**src/design/ukcr_pkg.sv**
```systemverilog
// ----------------------------------------------------------------------------
// ukcr_pkg
// Shared types, constants and the keyword table of the UART keyword command
// recognizer.
// ----------------------------------------------------------------------------
package ukcr_pkg;

    // Default number of token slots; at most one less is stored.
    localparam int TOKEN_CAPACITY_DEF = 40;

    // Idle flush threshold after reset, in ticks.
    localparam int IDLE_W = 16;
    localparam logic [IDLE_W-1:0] IDLE_FLUSH_RESET = 16'd250;

    localparam int BYTE_W = 8;
    localparam int CODE_W = 4;

    // Item kind carried on the input channel.
    typedef enum logic {
        KIND_BYTE = 1'b0,
        KIND_TICK = 1'b1
    } kind_t;

    // Event reported for a closed token.
    typedef enum logic [1:0] {
        EV_NONE    = 2'd0,
        EV_COMMAND = 2'd1,
        EV_UNKNOWN = 2'd2,
        EV_DROPPED = 2'd3
    } event_t;

    typedef logic [CODE_W-1:0] code_t;

    // Command codes.
    localparam code_t CODE_STATUS  = 4'd0;
    localparam code_t CODE_QUOTA   = 4'd1;
    localparam code_t CODE_TASKS   = 4'd2;
    localparam code_t CODE_CLOCK   = 4'd3;
    localparam code_t CODE_REFRESH = 4'd4;
    localparam code_t CODE_BRIDGE  = 4'd5;
    localparam code_t CODE_QON     = 4'd6;
    localparam code_t CODE_QOFF    = 4'd7;
    localparam code_t CODE_START   = 4'd8;
    localparam code_t CODE_STOP    = 4'd9;
    localparam code_t CODE_LAST    = CODE_STOP;

    // Keyword table. Text is right-justified, first character in the
    // highest used byte, zero padded above.
    localparam int KW_COUNT   = 18;
    localparam int KW_MAX_LEN = 13;
    localparam int KW_LEN_W   = 4;

    typedef logic [KW_MAX_LEN*BYTE_W-1:0] kw_text_t;

    localparam kw_text_t KW_TEXT [KW_COUNT] = '{
        kw_text_t'({"voice_", "status"}),
        kw_text_t'("status"),
        kw_text_t'({"show_", "quota"}),
        kw_text_t'("quota"),
        kw_text_t'({"show_", "tasks"}),
        kw_text_t'("tasks"),
        kw_text_t'({"show_", "clock"}),
        kw_text_t'("clock"),
        kw_text_t'({"refresh_", "state"}),
        kw_text_t'("refresh"),
        kw_text_t'({"bridge_", "match"}),
        kw_text_t'({"match_", "bridge"}),
        kw_text_t'({"quiet_", "on"}),
        kw_text_t'({"quiet_", "off"}),
        // Long form of the start command, spelled in hex.
        kw_text_t'(104'h78_69_61_6f_7a_68_69_5f_73_74_61_72_74),
        kw_text_t'({"ai_", "start"}),
        // Long form of the stop command, spelled in hex.
        kw_text_t'(96'h78_69_61_6f_7a_68_69_5f_73_74_6f_70),
        kw_text_t'("ai_stop")
    };

    localparam logic [KW_LEN_W-1:0] KW_LEN [KW_COUNT] = '{
        4'd12, 4'd6, 4'd10, 4'd5, 4'd10, 4'd5, 4'd10, 4'd5, 4'd13,
        4'd7, 4'd12, 4'd12, 4'd8, 4'd9, 4'd13, 4'd8, 4'd12, 4'd7
    };

    localparam code_t KW_CODE [KW_COUNT] = '{
        CODE_STATUS, CODE_STATUS, CODE_QUOTA, CODE_QUOTA,
        CODE_TASKS, CODE_TASKS, CODE_CLOCK, CODE_CLOCK,
        CODE_REFRESH, CODE_REFRESH, CODE_BRIDGE, CODE_BRIDGE,
        CODE_QON, CODE_QOFF, CODE_START, CODE_START, CODE_STOP, CODE_STOP
    };

    // Character j of keyword k, or zero past its end.
    function automatic logic [BYTE_W-1:0] kw_char(input int k, input int j);
        int len;
        len = int'(KW_LEN[k]);
        if (j < len)
        begin
            return KW_TEXT[k][BYTE_W*(len-1-j) +: BYTE_W];
        end
        return '0;
    endfunction

endpackage

```
**src/design/ukcr_in_if.sv**
```systemverilog
// ----------------------------------------------------------------------------
// ukcr_in_if
// Input channel: one received byte or one time tick per transaction.
// ----------------------------------------------------------------------------
interface ukcr_in_if;
    import ukcr_pkg::*;

    logic                valid;
    logic                ready;
    logic                command;
    logic [BYTE_W-1:0]   byte_value;

    modport source (output valid, output command, output byte_value, input ready);
    modport sink   (input valid, input command, input byte_value, output ready);
endinterface

```
**src/design/ukcr_out_if.sv**
```systemverilog
// ----------------------------------------------------------------------------
// ukcr_out_if
// Result channel: one token event per transaction.
// ----------------------------------------------------------------------------
interface ukcr_out_if;
    import ukcr_pkg::*;

    logic     valid;
    logic     ready;
    event_t   event_res;
    code_t    command_code;

    modport source (output valid, output event_res, output command_code, input ready);
    modport sink   (input valid, input event_res, input command_code, output ready);
endinterface

```
**src/design/uart_keyword_command_recognizer_unit.sv**
```systemverilog
// ----------------------------------------------------------------------------
// uart_keyword_command_recognizer_unit
// Builds tokens from received bytes, closes them on delimiters or idle ticks
// and matches them against a fixed keyword table, one item per cycle while ready.
// ----------------------------------------------------------------------------
// A result is registered in the output register, or in the skid entry.
// Throughput: one item per cycle while the skid entry is empty; keyword prefixes
//   are tracked per character, so closing a token is a single length compare.
// An output register plus a skid entry keep input ready while one result waits.
// Reset: asynchronous, active low; clears the token, idle counter and output
//   entries and loads the idle threshold with 250 ticks.
module uart_keyword_command_recognizer_unit #(
    parameter int TOKEN_CAPACITY = ukcr_pkg::TOKEN_CAPACITY_DEF
) (
    input  logic                          clk,
    input  logic                          rst_n,
    ukcr_in_if.sink                       in_ch,
    ukcr_out_if.source                    out_ch,
    input  logic                          cfg_we,
    input  logic [ukcr_pkg::IDLE_W-1:0]   cfg_wdata
);
    import ukcr_pkg::*;

    localparam int LEN_W = $clog2(TOKEN_CAPACITY);
    localparam logic [LEN_W-1:0] LEN_FULL = LEN_W'(TOKEN_CAPACITY - 1);

    // Character classes.
    localparam logic [BYTE_W-1:0] CH_SPACE = 8'h20;
    localparam logic [BYTE_W-1:0] CH_COMMA = 8'h2C;
    localparam logic [BYTE_W-1:0] CH_SEMI  = 8'h3B;
    localparam logic [BYTE_W-1:0] CH_DASH  = 8'h2D;
    localparam logic [BYTE_W-1:0] CH_UNDER = 8'h5F;
    localparam logic [BYTE_W-1:0] CH_UP_A  = 8'h41;
    localparam logic [BYTE_W-1:0] CH_UP_Z  = 8'h5A;
    localparam logic [BYTE_W-1:0] CH_LO_A  = 8'h61;
    localparam logic [BYTE_W-1:0] CH_LO_Z  = 8'h7A;
    localparam logic [BYTE_W-1:0] CH_DIG_0 = 8'h30;
    localparam logic [BYTE_W-1:0] CH_DIG_9 = 8'h39;
    localparam logic [BYTE_W-1:0] CASE_OFS = 8'h20;
    localparam logic [IDLE_W-1:0] IDLE_MAX = '1;

    // Token and idle state.
    logic [LEN_W-1:0]     tok_len_reg, tok_len_next;
    logic                 ovf_reg, ovf_next;
    logic [KW_COUNT-1:0]  alive_reg, alive_next;
    logic [IDLE_W-1:0]    idle_cnt_reg, idle_cnt_next;
    logic [IDLE_W-1:0]    idle_flush_reg;

    // Output register and skid entry.
    logic                 out_valid_reg, out_valid_next;
    event_t               out_ev_reg, out_ev_next;
    code_t                out_code_reg, out_code_next;
    logic                 skid_valid_reg, skid_valid_next;
    event_t               skid_ev_reg, skid_ev_next;
    code_t                skid_code_reg, skid_code_next;

    logic                 in_acc;
    logic                 is_tick;
    logic [BYTE_W-1:0]    ch_fold;
    logic                 is_delim;
    logic                 is_keep;
    logic                 tok_full;
    logic [IDLE_W-1:0]    idle_inc;
    logic                 tick_close;
    logic                 do_close;
    logic [KW_COUNT-1:0]  char_hit;
    logic [KW_COUNT-1:0]  kw_hit;
    logic                 kw_found;
    code_t                kw_code;
    event_t               close_ev;
    code_t                close_code;
    logic                 res_valid;
    logic                 out_take;

    assign in_acc   = in_ch.valid && in_ch.ready;
    assign is_tick  = (in_ch.command == KIND_TICK);
    assign in_ch.ready = !skid_valid_reg;
    assign out_take = out_valid_reg && out_ch.ready;

    // Classify the byte and fold upper case to lower case.
    always_comb
    begin
        ch_fold = in_ch.byte_value;
        if (in_ch.byte_value >= CH_UP_A && in_ch.byte_value <= CH_UP_Z)
        begin
            ch_fold = in_ch.byte_value + CASE_OFS;
        end
        is_delim = (in_ch.byte_value <= CH_SPACE) || (in_ch.byte_value == CH_COMMA)
                   || (in_ch.byte_value == CH_SEMI);
        is_keep  = (ch_fold >= CH_LO_A && ch_fold <= CH_LO_Z)
                   || (ch_fold >= CH_DIG_0 && ch_fold <= CH_DIG_9)
                   || (ch_fold == CH_UNDER) || (ch_fold == CH_DASH);
    end

    // Saturating idle increment and the idle flush decision.
    assign idle_inc   = (idle_cnt_reg == IDLE_MAX) ? idle_cnt_reg : idle_cnt_reg + IDLE_W'(1);
    assign tick_close = (tok_len_reg != '0) && (idle_inc >= idle_flush_reg);
    assign do_close   = in_acc && (is_tick ? tick_close : is_delim);
    assign tok_full   = (tok_len_reg >= LEN_FULL);

    // Per keyword: does the incoming character match at the current position.
    always_comb
    begin
        char_hit = '0;
        for (int k = 0; k < KW_COUNT; k++)
        begin
            for (int j = 0; j < KW_MAX_LEN; j++)
            begin
                if ((tok_len_reg == LEN_W'(j)) && (j < int'(KW_LEN[k]))
                    && (kw_char(k, j) == ch_fold))
                begin
                    char_hit[k] = 1'b1;
                end
            end
        end
    end

    // Full match on close: prefix still alive and the length agrees.
    always_comb
    begin
        kw_found = 1'b0;
        kw_code  = '0;
        for (int k = 0; k < KW_COUNT; k++)
        begin
            kw_hit[k] = alive_reg[k] && (tok_len_reg == LEN_W'(KW_LEN[k]));
            if (!kw_found && kw_hit[k])
            begin
                kw_found = 1'b1;
                kw_code  = KW_CODE[k];
            end
        end
    end

    // Event for the token being closed.
    always_comb
    begin
        close_ev   = EV_NONE;
        close_code = '0;
        priority if (tok_len_reg == '0)
        begin
            close_ev = EV_NONE;
        end
        else if (ovf_reg)
        begin
            close_ev = EV_DROPPED;
        end
        else if (kw_found)
        begin
            close_ev   = EV_COMMAND;
            close_code = kw_code;
        end
        else
        begin
            close_ev = EV_UNKNOWN;
        end
    end

    assign res_valid = do_close && (close_ev != EV_NONE);

    // Next token and idle state.
    always_comb
    begin
        tok_len_next  = tok_len_reg;
        ovf_next      = ovf_reg;
        alive_next    = alive_reg;
        idle_cnt_next = idle_cnt_reg;
        if (in_acc)
        begin
            idle_cnt_next = is_tick ? idle_inc : '0;
        end
        priority if (do_close)
        begin
            tok_len_next = '0;
            ovf_next     = 1'b0;
            alive_next   = '1;
        end
        else
        begin
            if (in_acc && !is_tick && is_keep)
            begin
                if (tok_full)
                begin
                    ovf_next = 1'b1;
                end
                else
                begin
                    tok_len_next = tok_len_reg + LEN_W'(1);
                    alive_next   = alive_reg & char_hit;
                end
            end
        end
    end

    // Output register with a skid entry behind it.
    always_comb
    begin
        out_valid_next  = out_valid_reg;
        out_ev_next     = out_ev_reg;
        out_code_next   = out_code_reg;
        skid_valid_next = skid_valid_reg;
        skid_ev_next    = skid_ev_reg;
        skid_code_next  = skid_code_reg;
        priority if (skid_valid_reg)
        begin
            if (out_take)
            begin
                out_ev_next     = skid_ev_reg;
                out_code_next   = skid_code_reg;
                skid_valid_next = 1'b0;
            end
        end
        else if (!out_valid_reg || out_take)
        begin
            out_valid_next = res_valid;
            out_ev_next    = close_ev;
            out_code_next  = close_code;
        end
        else
        begin
            if (res_valid)
            begin
                skid_valid_next = 1'b1;
                skid_ev_next    = close_ev;
                skid_code_next  = close_code;
            end
        end
    end

    // Control and configuration registers.
    always_ff @(posedge clk or negedge rst_n)
    begin
        if (!rst_n)
        begin
            tok_len_reg    <= '0;
            ovf_reg        <= 1'b0;
            alive_reg      <= '1;
            idle_cnt_reg   <= '0;
            idle_flush_reg <= IDLE_FLUSH_RESET;
            out_valid_reg  <= 1'b0;
            skid_valid_reg <= 1'b0;
        end
        else
        begin
            tok_len_reg    <= tok_len_next;
            ovf_reg        <= ovf_next;
            alive_reg      <= alive_next;
            idle_cnt_reg   <= idle_cnt_next;
            out_valid_reg  <= out_valid_next;
            skid_valid_reg <= skid_valid_next;
            if (cfg_we)
            begin
                idle_flush_reg <= cfg_wdata;
            end
        end
    end

    // Result payload registers.
    always_ff @(posedge clk)
    begin
        out_ev_reg    <= out_ev_next;
        out_code_reg  <= out_code_next;
        skid_ev_reg   <= skid_ev_next;
        skid_code_reg <= skid_code_next;
    end

    assign out_ch.valid        = out_valid_reg;
    assign out_ch.event_res    = out_ev_reg;
    assign out_ch.command_code = out_code_reg;

endmodule

```
**src/flat_wrapper.sv**
```systemverilog
// flat-port wrapper written by rule: the top's interface ports become plain ports
module uart_keyword_command_recognizer_unit_flat import ukcr_pkg::*;
#(
    parameter int TOKEN_CAPACITY = ukcr_pkg::TOKEN_CAPACITY_DEF
)
  (clk, rst_n, cfg_we, cfg_wdata, in_ch_valid, in_ch_command, in_ch_byte_value, in_ch_ready, out_ch_valid, out_ch_event_res, out_ch_command_code, out_ch_ready);
  ukcr_in_if in_ch_i ();
  ukcr_out_if out_ch_i ();
  input  logic clk;
  input  logic rst_n;
  input  logic cfg_we;
  input  logic [ukcr_pkg::IDLE_W-1:0] cfg_wdata;
  input wire logic [$bits(in_ch_i.valid)-1:0] in_ch_valid;
  input wire logic [$bits(in_ch_i.command)-1:0] in_ch_command;
  input wire logic [$bits(in_ch_i.byte_value)-1:0] in_ch_byte_value;
  output wire logic [$bits(in_ch_i.ready)-1:0] in_ch_ready;
  output wire logic [$bits(out_ch_i.valid)-1:0] out_ch_valid;
  output wire logic [$bits(out_ch_i.event_res)-1:0] out_ch_event_res;
  output wire logic [$bits(out_ch_i.command_code)-1:0] out_ch_command_code;
  input wire logic [$bits(out_ch_i.ready)-1:0] out_ch_ready;
  assign in_ch_i.valid = in_ch_valid;
  assign in_ch_i.command = in_ch_command;
  assign in_ch_i.byte_value = in_ch_byte_value;
  assign in_ch_ready = in_ch_i.ready;
  assign out_ch_valid = out_ch_i.valid;
  assign out_ch_event_res = out_ch_i.event_res;
  assign out_ch_command_code = out_ch_i.command_code;
  assign out_ch_i.ready = out_ch_ready;
  uart_keyword_command_recognizer_unit #(.TOKEN_CAPACITY(TOKEN_CAPACITY)) u_core (.clk(clk), .rst_n(rst_n), .in_ch(in_ch_i), .out_ch(out_ch_i), .cfg_we(cfg_we), .cfg_wdata(cfg_wdata));
endmodule
```
**config.mk**
```make
export PLATFORM = sky130hd
export DESIGN_NAME = uart_keyword_command_recognizer_unit_flat
export DESIGN_NICKNAME = d
export VERILOG_FILES = /design/src/design/ukcr_pkg.sv /design/src/design/ukcr_in_if.sv /design/src/design/ukcr_out_if.sv /design/src/design/uart_keyword_command_recognizer_unit.sv /design/src/flat_wrapper.sv
export SDC_FILE = /design/constraint.sdc
export NUM_CORES = 1
export LEC_CHECK = 0
export ABC_AREA = 1
export BUFFER_PORTS_ARGS = -buffer_cell sky130_fd_sc_hd__buf_2
export CAP_MARGIN = 30
export CELL_PAD_IN_SITES_DETAIL_PLACEMENT = 0
export CELL_PAD_IN_SITES_GLOBAL_PLACEMENT = 1
export CORE_MARGIN = 3
export CORE_UTILIZATION = 40
export DETAILED_ROUTE_END_ITERATION = 10
export PLACE_DENSITY_LB_ADDON = 0.1
export SYNTH_ARGS = -nofsm -noshare
export SYNTH_HDL_FRONTEND = slang
export SYNTH_SLANG_ARGS = --single-unit
```
**constraint.sdc**
```tcl
create_clock -name clk -period 3.68 [get_ports clk]
set_input_delay 0.552 -clock clk [delete_from_list [all_inputs] [get_ports clk]]
set_output_delay 0.552 -clock clk [all_outputs]
set_load 0.02 [all_outputs]
```
* Yosys cells after proc, flatten, opt, wreduce, memory -nomap -nowiden
Index checks and enable logic that the tools add are counted.
Word-level totals: bits in registers 71, input bits 30, output and inout bits 8, word-level logic and storage cells 436
Operators by class: add/sub/neg operators 3, $lt $le $gt $ge 9, eq/ne operators 45, mux-type cells 185, bitwise logic cells 3, reduce and logical (&&, ||, !) cells 180
Operator list (number):
- 7-bit by 8-bit == test with 1-bit output (first input constant) | 25
- 1-bit 2-to-1 mux | 150
- 1-bit logical AND | 143
- 18-bit 2-to-1 mux | 3
- 4-bit 2-to-1 mux | 10
- 6-bit by 4-bit == test with 1-bit output (second input constant) | 6
- 16-bit 2-to-1 mux | 2
- 6-bit by 3-bit == test with 1-bit output (second input constant) | 4
- 8-bit by 6-bit == test with 1-bit output (second input constant) | 3
- 1-bit logical NOT | 20
- 2-bit 2-to-1 mux | 10
- 18-bit AND | 1
- 3-bit 2-to-1 mux | 6
- 6-bit 2-to-1 mux | 3
- 16-bit by 1-bit adder with 16-bit output (second input constant) | 1
- 16-bit == test (second input constant) | 1
- 16-bit >= comparator | 1
- 8-bit by 7-bit >= comparator with 1-bit output (second input constant) | 2
- 8-bit by 6-bit less-or-equal comparator with 1-bit output (second input constant) | 2
- 8-bit by 7-bit less-or-equal comparator with 1-bit output (second input constant) | 2
- 6-bit by 2-bit == test with 1-bit output (second input constant) | 2
- 8-bit by 6-bit adder with 8-bit output (second input constant) | 1
- 8-bit by 7-bit == test with 1-bit output (second input constant) | 1
- 8-bit by 6-bit >= comparator with 1-bit output (second input constant) | 1
- 12 further kinds | 25

* Logic depth before layout (Yosys ltp)
depth in word-level cells 62, mapped depth 24

* Worst setup path before layout
OpenSTA, ideal clock, no wires.
path type reg2reg, from register u_core.idle_cnt_reg[0], to register u_core.skid_code_reg[0] (enable), arrival 3.202 ns, required time 3.303 ns, path slack 0.101 ns, cell stages (with the launch flop) 23, cells stage by stage dfrtp_1 -> ha_1 -> nand2_1 -> nor3_1 -> nand2_1 -> nor2_1 -> nand3_1 -> inv_1 -> nor3_1 -> inv_1 -> nor2_1 -> nand3_1 -> xor2_1 -> inv_1 -> ha_1 -> nand2_1 -> nor3_1 -> nand3_1 -> nand3_1 -> a22oi_1 -> inv_1 -> nand2_1 -> nor3_1
On the way: cells in the longest elaborated chain, start to end 8, elaborated cells between the ends (all ways) 9
RTL lines:
- from (decl) | RTL line uart_keyword_command_recognizer_unit.sv:46 | logic [IDLE_W-1:0] idle_cnt_reg, idle_cnt_next;
- from (signal assigned) | RTL line uart_keyword_command_recognizer_unit.sv:247 | idle_cnt_reg <= idle_cnt_next;
- 16-bit by 1-bit adder with 16-bit output / 16-bit == test (equally long branches) | RTL line uart_keyword_command_recognizer_unit.sv:96 | assign idle_inc = (idle_cnt_reg == IDLE_MAX) ? idle_cnt_reg : idle_cnt_reg + IDLE_W'(1);
- 16-bit 2-to-1 mux (*) | RTL line uart_keyword_command_recognizer_unit.sv:96
- 16-bit >= comparator (*) | RTL line uart_keyword_command_recognizer_unit.sv:97 | assign tick_close = (tok_len_reg != '0) && (idle_inc >= idle_flush_reg);
- 1-bit logical AND (*) | RTL line uart_keyword_command_recognizer_unit.sv:97
- 1-bit 2-to-1 mux (*) | RTL line uart_keyword_command_recognizer_unit.sv:98 | assign do_close = in_acc && (is_tick ? tick_close : is_delim);
- 1-bit logical AND (*) | RTL line uart_keyword_command_recognizer_unit.sv:98
- 1-bit logical AND (*) | RTL line uart_keyword_command_recognizer_unit.sv:158 | assign res_valid = do_close && (close_ev != EV_NONE);
- 3-bit AND reduction (no line) (*)
- to (signal assigned) | RTL line uart_keyword_command_recognizer_unit.sv:263 | skid_code_reg <= skid_code_next;
- to (decl) | RTL line uart_keyword_command_recognizer_unit.sv:55 | code_t skid_code_reg, skid_code_next;
Mark *: on every way between the ends. The rest lies on a longest branch, timed or not. A chain may end at the register's enable or synchronous reset.

* Final worst setup path
from register u_core.idle_cnt_reg[0], to register u_core.skid_ev_reg[0] (enable)
On the way: cells in the longest elaborated chain, start to end 8, elaborated cells between the ends (all ways) 9
RTL lines:
- 16-bit by 1-bit adder with 16-bit output / 16-bit == test (equally long branches) | RTL line uart_keyword_command_recognizer_unit.sv:96
- 16-bit 2-to-1 mux (*) | RTL line uart_keyword_command_recognizer_unit.sv:96
- 16-bit >= comparator (*) | RTL line uart_keyword_command_recognizer_unit.sv:97
- 1-bit logical AND (*) | RTL line uart_keyword_command_recognizer_unit.sv:97
- 1-bit 2-to-1 mux (*) | RTL line uart_keyword_command_recognizer_unit.sv:98
- 1-bit logical AND (*) | RTL line uart_keyword_command_recognizer_unit.sv:98
- 1-bit logical AND (*) | RTL line uart_keyword_command_recognizer_unit.sv:158
- 3-bit AND reduction (no line) (*)
- to (signal assigned) | RTL line uart_keyword_command_recognizer_unit.sv:262 | skid_ev_reg <= skid_ev_next;
- to (decl) | RTL line uart_keyword_command_recognizer_unit.sv:54 | event_t skid_ev_reg, skid_ev_next;
Marks and branches as above.

==> impl_results.md <==
* Status: finished, final reports clean
* Residual DRC count at 0
* CTS root buf: clkbuf_16
* Setup crit start kind: flip-flop
* Library cells used by synthesis at 43
* Cell taking the most area after synthesis: dfrtp_1
* Reg2reg end: u_core.skid_ev_reg[0]
* Clk sinks at just over 70
* GR Util met1 at about 34%
* Worst slew pin tran at a little under 800 ps
* Initial antenna violation count at 0
* Max Cap Viol at 0
* Hold-fix buffers at CTS at 0
* Port bufs at 37
* Area of placed instances at roughly 5800 sq um
* Synth top area share at 16.2%
* Setup TNS at 0 ps
* Top cells by area, synth: dfrtp_1 16%, nand2_1 15%, dfstp_2 12%
* I/O pin cnt at 38
* Period minus WS final at around 3500 ps
* DIE WIDTH at ~120 microns
* Worst hold slack at 169 ps
* Core area at approximately 13000 sq um
* Cell count after synthesis at 794
* CTS Buffer Depth at 2
* YS warnings at 0
* Initial DRC count at slightly below 400
* VDD IR-drop max at ~0.27 mV
* Origin of the critical flop-to-flop path: u_core.idle_cnt_reg[0]
* Power Density at 461 nW/um^2
* Area growth from synthesis to final layout at 15.5%
* CP required at 3730 ps
* WP data arrival at around 3500 ps
* HPWL after DPL at 12.9 mm
* Max Clk Rate at approximately 290 MHz
* Net count, final at 903
* Final GP Congestion at between 0.9 and 1
* Leak at about 3 nW
* GR Overflow Total at 0
* P_int at between 1.5 and 2 mW
* CTS clk-pin slew, worst paths at approximately 60 ps
* Final setup fails at 0
* Htree depth at 3
* Seq cells post-synth at between 70 and 80
* Worst R2R Path Depth at 24
* Avg Cell Area, Syn at 6.80 sq um
* Worst setup EP type: flip-flop
* Max reg flops at 18
* Final period util at between 90 and 100%
* Sequential share of power at about 40%
* Busiest metal layer after global routing: met2
* TritonCTS clock tree: built
* Initial DRT Pass Iterations at 5
* Slew headroom at 46.9%
* Number of routed nets with antenna violations at 0
* Endpoints failing hold at 0
* Diode count at 0
* Sw Share at 38.5%
* Seq/Total Area, Yosys at 34.6%
* Cell area after synthesis at roughly 5400 sq um
* Total GRT Usage at between 20 and 25%
* Largest net degree at the start of global routing at 32
* Grt met3 use at 3.71%
* Final instance area at 6240 sq um
* Crit Path Max Fanout at 6
* Num CTS Buffers at 9
* Met2 GRT Util at between 30 and 40%
* Clk_lat worst skew at around 340 ps
* Std cell rows at about 40
* Flop-to-flop setup slack at 220 ps
* Vias at ~5500
* Worst Skew at around 11 ps
* WL final at approximately 17 mm
* Clock power frac at approximately 28%
* Syn nets at between 800 and 900
* Logic gate share of total power at between 30% and 40%
* Initial Util at 41.8%
* Layout cells sized above 1 at 19.6%
* First-pass GRT wire length at 26.8 mm
* Hold WC Path Type: in -> async
* WL per Instance at about 16 microns
* DR vias/cell at 5.35
* Max-slew violations at 0
* Die area at 14900 sq um
* Vias in the first global route at approximately 5200
* Critical path class: reg -> reg
* Die Y at 122 microns
* Switching pwr at 1.11 mW
==> synthesized netlist by cell type (all sizes together) <==
cell,n
nand2,237
a32o,3
edfxtp,12
inv,120
clkbuf,7
nor2,112
a31oi,2
o32ai,1
o22ai,6
dfrtp,35
ha,24
nand3,64
or4,1
o211ai,2
o21a,1
a21oi,20
xor2,11
buf,5
nor3,13
nand3b,2
a2111oi,1
a22oi,1
mux2,1
dfstp,24
o21ai,66
a22o,1
a211oi,1
nor4,5
nand4,15
o31ai,1
==> cells by family (layout without fill, tap and decap cells) <==
group           Yosys count  in the layout  share of synthesized area [%]
flops                    71             71                           34.6
xor+xnor                 11             11                           1.78
compound gates          106            106                           11.0
buf+inv                 132            192                           9.69
fa+ha+maj                24             24                           5.56
simple gates            449            449                           37.2
mux                       1              1                          0.209
==> through the flow <==
step	std cells	total power [mW]	utilization, %	worst slack, ps
global placement	1002	2.06	44.9	63.3
global route	1026	3.07	48.2	-38.2
finish	1026	2.88	48.2	217
CTS	1018	2.89	47.1	57.1
floorplan	794	1.76	-	101
detailed placement	1002	2.07	44.9	9.71
==> power by group through the flow <==
stage | registers (mW) | clock network [mW] | logic (mW)
2_1_floorplan | 1.16 | 0 | 0.598
3_3_place_gp | 1.15 | 0 | 0.907
3_5_place_dp | 1.16 | 0 | 0.913
4_1_cts | 1.14 | 0.827 | 0.917
5_1_grt | 1.16 | 0.858 | 1.05
6_report | 1.14 | 0.806 | 0.929
==> critical path: stages (launching register included) <==
cell and delay [ps]:
dfrtp_1 380, ha_2 200, nand2_2 100, nor3_2 50
nand2_1 110, nor2_1 50, nand3_1 100, inv_2 80
nor3_4 200, inv_2 70, nor2_2 130, xor2_1 220
inv_1 70, ha_1 270, nand2_1 80, nor2_4 110
nand2_1 60, o211ai_1 150, nand2_1 100, nand3_1 90
a22oi_2 120, inv_2 100, nand2_2 70, nor3_2 110
buf_4 170
==> layout make-up <==
cell class | count | area, sq um
fillers | 1333 | 6690
multi-input cells | 591 | 3100
flip-flops and latches | 71 | 1870
inverters | 120 | 450
repair buffers | 56 | 329
clock buffers | 9 | 225
well taps | 172 | 215
clock inverters | 7 | 46.3
==> layout by cell type (no fill, tap or decap), drive strengths merged, types with 12 or more instances in the layout <==
master and count:
nand4 15, edfxtp 12, buf 56, a21oi 20, inv 122, nand3 64
dfrtp 35, nor3 13, o21ai 66, nor2 112, nand2 237, dfstp 24
ha 24
==> metal layers <==
metal  wire (microns)  vias to the layer above
met5                0                        -
met4              293                        0
met3              962                       24
met2             7390                      171
met1             8180                     2622
li1                 -                     2667
==> worst max-delay path by stage <==
stage	from	to	slack, ps
4_1_cts	u_core.idle_cnt_reg[0]	u_core.skid_ev_reg[0]	60
3_3_place_gp	u_core.idle_cnt_reg[0]	u_core.skid_code_reg[1]	60
2_1_floorplan	u_core.idle_cnt_reg[0]	u_core.skid_code_reg[0]	100
6_report	u_core.idle_cnt_reg[0]	u_core.skid_ev_reg[0]	220
3_5_place_dp	u_core.idle_cnt_reg[0]	u_core.skid_code_reg[1]	10
5_1_grt	u_core.idle_cnt_reg[0]	u_core.skid_code_reg[3]	-40
==> repair_timing <==
action	4_1_cts	5_1_grt
endpoints found under the setup margin	6	31
resized for setup	1	26
endpoints found under the hold margin	0	0
pin swaps	0	12
cloned	0	1
setup buffers	0	7
No activity file was read; power rests on OpenSTA's default activity.
